$ cat src/rtl/core/aes_pkg.sv
// Package for the AES block cipher: item types, register indexes,
// S-box tables and GF(2^8) helper functions.
// Depends on nothing; every other file of the block imports it.
`default_nettype none

package aes_pkg;

    // One input item: the 128-bit block in two halves.
    typedef struct packed {
        logic [63:0] block_high;
        logic [63:0] block_low;
    } aes_in_t;

    // One result item.
    typedef struct packed {
        logic [63:0] result_high;
        logic [63:0] result_low;
    } aes_out_t;

    // Configuration register indexes.
    localparam logic [2:0] REG_KEY_255_192 = 3'd0;
    localparam logic [2:0] REG_KEY_191_128 = 3'd1;
    localparam logic [2:0] REG_KEY_127_64  = 3'd2;
    localparam logic [2:0] REG_KEY_63_0    = 3'd3;
    localparam logic [2:0] REG_MODE        = 3'd4;

    localparam logic [7:0] SBOX [256] = '{
        'h63,'h7c,'h77,'h7b,'hf2,'h6b,'h6f,'hc5,'h30,'h01,'h67,'h2b,'hfe,'hd7,'hab,'h76,
        'hca,'h82,'hc9,'h7d,'hfa,'h59,'h47,'hf0,'had,'hd4,'ha2,'haf,'h9c,'ha4,'h72,'hc0,
        'hb7,'hfd,'h93,'h26,'h36,'h3f,'hf7,'hcc,'h34,'ha5,'he5,'hf1,'h71,'hd8,'h31,'h15,
        'h04,'hc7,'h23,'hc3,'h18,'h96,'h05,'h9a,'h07,'h12,'h80,'he2,'heb,'h27,'hb2,'h75,
        'h09,'h83,'h2c,'h1a,'h1b,'h6e,'h5a,'ha0,'h52,'h3b,'hd6,'hb3,'h29,'he3,'h2f,'h84,
        'h53,'hd1,'h00,'hed,'h20,'hfc,'hb1,'h5b,'h6a,'hcb,'hbe,'h39,'h4a,'h4c,'h58,'hcf,
        'hd0,'hef,'haa,'hfb,'h43,'h4d,'h33,'h85,'h45,'hf9,'h02,'h7f,'h50,'h3c,'h9f,'ha8,
        'h51,'ha3,'h40,'h8f,'h92,'h9d,'h38,'hf5,'hbc,'hb6,'hda,'h21,'h10,'hff,'hf3,'hd2,
        'hcd,'h0c,'h13,'hec,'h5f,'h97,'h44,'h17,'hc4,'ha7,'h7e,'h3d,'h64,'h5d,'h19,'h73,
        'h60,'h81,'h4f,'hdc,'h22,'h2a,'h90,'h88,'h46,'hee,'hb8,'h14,'hde,'h5e,'h0b,'hdb,
        'he0,'h32,'h3a,'h0a,'h49,'h06,'h24,'h5c,'hc2,'hd3,'hac,'h62,'h91,'h95,'he4,'h79,
        'he7,'hc8,'h37,'h6d,'h8d,'hd5,'h4e,'ha9,'h6c,'h56,'hf4,'hea,'h65,'h7a,'hae,'h08,
        'hba,'h78,'h25,'h2e,'h1c,'ha6,'hb4,'hc6,'he8,'hdd,'h74,'h1f,'h4b,'hbd,'h8b,'h8a,
        'h70,'h3e,'hb5,'h66,'h48,'h03,'hf6,'h0e,'h61,'h35,'h57,'hb9,'h86,'hc1,'h1d,'h9e,
        'he1,'hf8,'h98,'h11,'h69,'hd9,'h8e,'h94,'h9b,'h1e,'h87,'he9,'hce,'h55,'h28,'hdf,
        'h8c,'ha1,'h89,'h0d,'hbf,'he6,'h42,'h68,'h41,'h99,'h2d,'h0f,'hb0,'h54,'hbb,'h16
    };

    localparam logic [7:0] INV_SBOX [256] = '{
        'h52,'h09,'h6a,'hd5,'h30,'h36,'ha5,'h38,'hbf,'h40,'ha3,'h9e,'h81,'hf3,'hd7,'hfb,
        'h7c,'he3,'h39,'h82,'h9b,'h2f,'hff,'h87,'h34,'h8e,'h43,'h44,'hc4,'hde,'he9,'hcb,
        'h54,'h7b,'h94,'h32,'ha6,'hc2,'h23,'h3d,'hee,'h4c,'h95,'h0b,'h42,'hfa,'hc3,'h4e,
        'h08,'h2e,'ha1,'h66,'h28,'hd9,'h24,'hb2,'h76,'h5b,'ha2,'h49,'h6d,'h8b,'hd1,'h25,
        'h72,'hf8,'hf6,'h64,'h86,'h68,'h98,'h16,'hd4,'ha4,'h5c,'hcc,'h5d,'h65,'hb6,'h92,
        'h6c,'h70,'h48,'h50,'hfd,'hed,'hb9,'hda,'h5e,'h15,'h46,'h57,'ha7,'h8d,'h9d,'h84,
        'h90,'hd8,'hab,'h00,'h8c,'hbc,'hd3,'h0a,'hf7,'he4,'h58,'h05,'hb8,'hb3,'h45,'h06,
        'hd0,'h2c,'h1e,'h8f,'hca,'h3f,'h0f,'h02,'hc1,'haf,'hbd,'h03,'h01,'h13,'h8a,'h6b,
        'h3a,'h91,'h11,'h41,'h4f,'h67,'hdc,'hea,'h97,'hf2,'hcf,'hce,'hf0,'hb4,'he6,'h73,
        'h96,'hac,'h74,'h22,'he7,'had,'h35,'h85,'he2,'hf9,'h37,'he8,'h1c,'h75,'hdf,'h6e,
        'h47,'hf1,'h1a,'h71,'h1d,'h29,'hc5,'h89,'h6f,'hb7,'h62,'h0e,'haa,'h18,'hbe,'h1b,
        'hfc,'h56,'h3e,'h4b,'hc6,'hd2,'h79,'h20,'h9a,'hdb,'hc0,'hfe,'h78,'hcd,'h5a,'hf4,
        'h1f,'hdd,'ha8,'h33,'h88,'h07,'hc7,'h31,'hb1,'h12,'h10,'h59,'h27,'h80,'hec,'h5f,
        'h60,'h51,'h7f,'ha9,'h19,'hb5,'h4a,'h0d,'h2d,'he5,'h7a,'h9f,'h93,'hc9,'h9c,'hef,
        'ha0,'he0,'h3b,'h4d,'hae,'h2a,'hf5,'hb0,'hc8,'heb,'hbb,'h3c,'h83,'h53,'h99,'h61,
        'h17,'h2b,'h04,'h7e,'hba,'h77,'hd6,'h26,'he1,'h69,'h14,'h63,'h55,'h21,'h0c,'h7d
    };

    // Multiply by x in GF(2^8) with the AES polynomial.
    function automatic logic [7:0] xt(input logic [7:0] a);
        return {a[6:0], 1'b0} ^ (a[7] ? 8'h1b : 8'h00);
    endfunction

    // Forward MixColumns coefficient k of {2, 3, 1, 1}.
    function automatic logic [7:0] mul_fwd(input logic [7:0] a, input logic [1:0] k);
        logic [7:0] r;
        case (k)
            2'd0:    r = xt(a);
            2'd1:    r = xt(a) ^ a;
            default: r = a;
        endcase
        return r;
    endfunction

    // Inverse MixColumns coefficient k of {E, B, D, 9}.
    function automatic logic [7:0] mul_inv(input logic [7:0] a, input logic [1:0] k);
        logic [7:0] a2;
        logic [7:0] a4;
        logic [7:0] a8;
        logic [7:0] r;
        a2 = xt(a);
        a4 = xt(a2);
        a8 = xt(a4);
        case (k)
            2'd0:    r = a8 ^ a4 ^ a2;
            2'd1:    r = a8 ^ a2 ^ a;
            2'd2:    r = a8 ^ a4 ^ a;
            default: r = a8 ^ a;
        endcase
        return r;
    endfunction

    // S-box applied to each byte of a key word.
    function automatic logic [31:0] sub_word(input logic [31:0] w);
        return {SBOX[w[31:24]], SBOX[w[23:16]], SBOX[w[15:8]], SBOX[w[7:0]]};
    endfunction

endpackage

`default_nettype wire

$ cat src/rtl/core/aes_key_sched.sv
// Round-key schedule: expands the cipher key one word per cycle into a
// row memory of 128-bit round keys and serves one registered read a cycle.
// Depends on aes_pkg.
`default_nettype none

module aes_key_sched
    import aes_pkg::*;
#(
    parameter int KEY_WORDS = 8,
    parameter int ROUNDS    = 14,
    parameter int ROWS      = ROUNDS + 1,
    parameter int AW        = $clog2(ROWS)
) (
    input  wire logic           aclk,
    input  wire logic           aresetn,
    input  wire logic           start_i,
    input  wire logic [255:0]   key_i,
    input  wire logic [AW-1:0]  rd_addr_i,
    output logic      [127:0]   rk_o,
    output logic                busy_o
);

    localparam int WORDS = 4 * ROWS;
    localparam int WIW   = $clog2(WORDS);
    localparam int KMW   = (KEY_WORDS > 1) ? $clog2(KEY_WORDS) : 1;

    logic [127:0]   mem [ROWS];
    logic [127:0]   rk_reg;
    logic           busy_reg;
    logic [WIW-1:0] widx_reg;
    logic [KMW-1:0] kmod_reg;
    logic [7:0]     rc_reg;
    logic [31:0]    win_reg [KEY_WORDS];
    logic [95:0]    row_reg;
    logic [31:0]    keyw [8];
    logic [31:0]    tmp;
    logic [31:0]    new_word;
    logic           from_key;

    // Split the key register set into words, word 0 most significant.
    always_comb begin
        for (int j = 0; j < 8; j++) begin
            keyw[j] = key_i[255 - 32 * j -: 32];
        end
    end

    // Next schedule word from the sliding window of the last KEY_WORDS words.
    always_comb begin
        from_key = (widx_reg < WIW'(KEY_WORDS));
        tmp      = win_reg[KEY_WORDS-1];
        if (kmod_reg == '0) begin
            tmp = sub_word({tmp[23:0], tmp[31:24]}) ^ {rc_reg, 24'h0};
        end else if (KEY_WORDS > 6 && kmod_reg == KMW'(4)) begin
            tmp = sub_word(tmp);
        end
        new_word = from_key ? keyw[widx_reg[2:0]] : (win_reg[0] ^ tmp);
    end

    // Expansion sequencer.
    always_ff @(posedge aclk) begin
        if (!aresetn || start_i) begin
            busy_reg <= 1'b1;
            widx_reg <= '0;
            kmod_reg <= '0;
            rc_reg   <= 8'h01;
        end else if (busy_reg) begin
            widx_reg <= widx_reg + 1'b1;
            kmod_reg <= (kmod_reg == KMW'(KEY_WORDS - 1)) ? '0 : kmod_reg + 1'b1;
            if (!from_key && kmod_reg == '0) begin
                rc_reg <= xt(rc_reg);
            end
            if (widx_reg == WIW'(WORDS - 1)) begin
                busy_reg <= 1'b0;
            end
        end
    end

    // Word window and row assembly; a full row goes to memory.
    always_ff @(posedge aclk) begin
        if (busy_reg) begin
            for (int j = 0; j < KEY_WORDS - 1; j++) begin
                win_reg[j] <= win_reg[j+1];
            end
            win_reg[KEY_WORDS-1] <= new_word;
            row_reg <= {row_reg[63:0], new_word};
            if (widx_reg[1:0] == 2'd3) begin
                mem[AW'(widx_reg >> 2)] <= {row_reg, new_word};
            end
        end
    end

    // Registered read port.
    always_ff @(posedge aclk) begin
        rk_reg <= mem[rd_addr_i];
    end

    assign rk_o   = rk_reg;
    assign busy_o = busy_reg;

endmodule

`default_nettype wire

$ cat config.mk
export PLATFORM = sky130hd
export DESIGN_NAME = aes_key_sched
export DESIGN_NICKNAME = d
export VERILOG_FILES = /design/src/rtl/core/aes_pkg.sv /design/src/rtl/core/aes_key_sched.sv
export SDC_FILE = /design/constraint.sdc
export NUM_CORES = 2
export LEC_CHECK = 0
export BUFFER_PORTS_ARGS = -buffer_cell sky130_fd_sc_hd__buf_4
export CAP_MARGIN = 5
export CORE_MARGIN = 5
export CORE_UTILIZATION = 45
export CTS_BUF_LIST = sky130_fd_sc_hd__clkbuf_16
export CTS_CLUSTER_DIAMETER = 80
export DETAILED_ROUTE_END_ITERATION = 8
export SYNTH_ARGS = -nofsm -noshare
export SYNTH_HDL_FRONTEND = slang
export SYNTH_SLANG_ARGS = --single-unit
$ cat constraint.sdc
create_clock -name aclk -period 20.9 [get_ports aclk]
set_input_delay 4.18 -clock aclk [delete_from_list [all_inputs] [get_ports aclk]]
set_output_delay 4.18 -clock aclk [all_outputs]
set_load 0.005 [all_outputs]
==> flow_metrics.py <==
metrics = {
    "floorplanning": {
        "pin_count": 392,
        "initial_core_util_pct": 45.1,
        "rows": 173,
        "dieArea_mm2": 0.231,
        "die_w_um": 481,
        "design.core.area_mm2": 0.222,
        "die-height_um": 481,
    },
    "finish": {
        "design_area_mm2": 0.114,
        "final_nets": 6523,
        "syn_to_final_growth_pct": 14.1,
        "drive_gt1_share_pct": 25.2,
        "largest_reg_flops": 1920,
        "fin_util_pct": 51.4,
    },
    "synthesis": {
        "synth_fp_nets": 6221,
        "synth.distinct_cells": 84,
        "post-synth-top-count-cell": "edfxtp_1",
        "ys_ff_latch": 2322,
        "synth_area_leaders": "edfxtp_1 (65%), mux4_2 (14%), dfxtp_1 (2.9%)",
        "ys_seq_area_share_pct": 68.4,
        "synth_top_area_cell": "edfxtp_1",
        "async_reset_ff_share_pct": 0,
        "synth_area_per_cell_um2": 16.9,
        "yosysWarnings": 0,
        "synthFlopType": "edfxtp_1",
        "syn_area_mm2": 0.0999,
        "synth_commonest_cells": "edfxtp_1 (2,176), mux4_2 (624), nand2_1 (314)",
        "synth_edf_count": 2176,
        "yosys.area.top_type_share_pct": 65.4,
        "syn_inst": 5894,
    },
    "place": {
        "io_buffer_count": 391,
        "hpwl_mm": 180,
        "gp_congestion": 0.992,
        "place_area_mm2": 0.106,
    },
    "routing": {
        "via_per_inst": 6.30,
        "routedWlPerCell_um": 32.2,
        "drt_wl_total_mm": 302,
        "ant_nets": 0,
        "drt-initial-drc-count": 8116,
        "drc_errors": 0,
        "num_vias": 59100,
        "dr.pass1.iters": 6,
    },
    "setup_path": {
        "startpoint_type": "input port",
        "cp.required_ns": 21.63,
        "cp.arrival_ns": 9.27,
        "cp-end-kind": "flop",
        "critical_path_class": "in -> reg",
        "path_max_fanout": 80,
    },
    "clock_network": {
        "post_cts_buffers": 0,
        "clk_latency_ns": 0.89,
        "htree_levels": 4,
        "root_buffer": "clkbuf_16",
        "cts.clk_slew.worst_paths_ns": 0.06,
        "cts_tree": "built",
        "post_cts_resized": 0,
        "cts_buffers": 228,
        "cts_buffer_depth": 3,
        "clock_sinks": 2322,
        "hold_buffers": 0,
    },
    "grt": {
        "use_met1_pct": 36.2,
        "overflow": 0,
        "grt_start_max_net_pins": 180,
        "met3_usage_pct": 4.26,
        "top_usage_layer": "met2",
        "grt_usage_pct": 25.7,
        "use_met2_pct": 41.0,
        "antenna_found_initial": 25,
        "grt_pass1_vias": 58000,
        "grt_pass1_wl_mm": 431,
    },
    "power_and_ir_drop": {
        "p_leak_nw": 37.7,
        "power_mw": 10.8,
        "ir_drop_uv": 86.1,
        "pwr_density_cell_mw_per_mm2": 95.1,
    },
    "timing": {
        "maxSlewHeadroom_pct": -4.74,
        "tns_ns": 0,
        "worst_pin_slew_ns": 1.56,
        "rsz0062_at_grt": "false",
        "drv_slew": 3,
        "fin_crit_sh_pct": 40.8,
        "fmax_mhz": 117,
        "skew_ns": 0.0859,
        "final.min_clock_period_ns": 8.54,
        "setup_viol": 0,
        "timing.hold.ws_ns": 0.378,
        "hold_viol": 0,
    },
    "worst_hold_path": {
        "hold_path.class": "reg -> reg",
    },
    "run_status": {
        "status": "finished, violations left",
        "violations": "capacitance limit, slew limit",
    },
    "run": {
        "maxCapViolations": 1,
    },
}
logic make-up after synthesis:
| family | after synthesis | synth area share [%] |
|---|---|---|
| and+or+nand+nor | 1084 | 5.36 |
| xor gates and xnor gates | 46 | 0.403 |
| buffers and inverters | 517 | 2.06 |
| DFF | 2322 | 68.4 |
| AOI/OAI and AO/OA | 1052 | 7.08 |
| muxes | 809 | 15.9 |
| adders and majority gates | 64 | 0.802 |
worst max-delay path, stage by stage:
cell and delay [ns]:
buf_8 0.65, buf_4 0.71, buf_4 0.84, buf_4 0.77, buf_4 0.85, mux4_2 0.60
mux4_2 0.46
worst paths after layout:
check | from | endpoint | slack, ns | depth (start not counted)
setup / recovery | rd_addr_i[0] | rk_o[61] | 12.36 | 7
hold / removal | win_reg[0][110] | win_reg[0][78] | 0.38 | 0
setup reg to reg | row_reg[16] | mem[8][21] | 14.76 | 13
hold reg to reg | win_reg[0][110] | win_reg[0][78] | 0.38 | 0
per-stage QoR:
stage / worst slack [ns] / std cells
global route: 11.81 / 9379
global placement: 11.32 / 8941
detailed placement: 11.27 / 8941
floorplan: 4.05 / 5894
CTS: 12.21 / 9375
finish: 12.36 / 9382
power breakdown:
part / internal [mW] / switching [mW] / total [mW]
Clock: 2.44 / 1.77 / 4.21
Combinational: 0.471 / 0.788 / 1.26
Sequential: 5.23 / 0.128 / 5.36
Total: 8.14 / 2.69 / 10.8
layer usage:
layer	wire length [um]	share of wire [%]
met5	40	0.013
met4	11500	3.8
met3	23900	7.9
met2	144000	48
met1	123000	41
final cells by class:
| class | count | area, um^2 |
|---|---|---|
| Clock inverter | 202 | 2030 |
| Sequential cell | 2322 | 68300 |
| Clock buffer | 232 | 5810 |
| Multi-Input combinational cell | 3055 | 29700 |
| Inverter | 43 | 161 |
| Timing Repair Buffer | 546 | 4190 |
| Antenna cell | 7 | 17.5 |
| Fill cell | 18000 | 108000 |
| Tap cell | 2975 | 3720 |
placed cells by master (no fill, tap or decap), drive strengths merged, types with 114 or more instances in the layout:
master,n
mux4,624
buf,545
dfxtp,146
nand2,314
mux2i,166
o21ai,298
a21oi,187
clkinv,114
edfxtp,2176
nor2,191
clkbuf,233
Note: power is estimated with default switching activity, not from simulation.
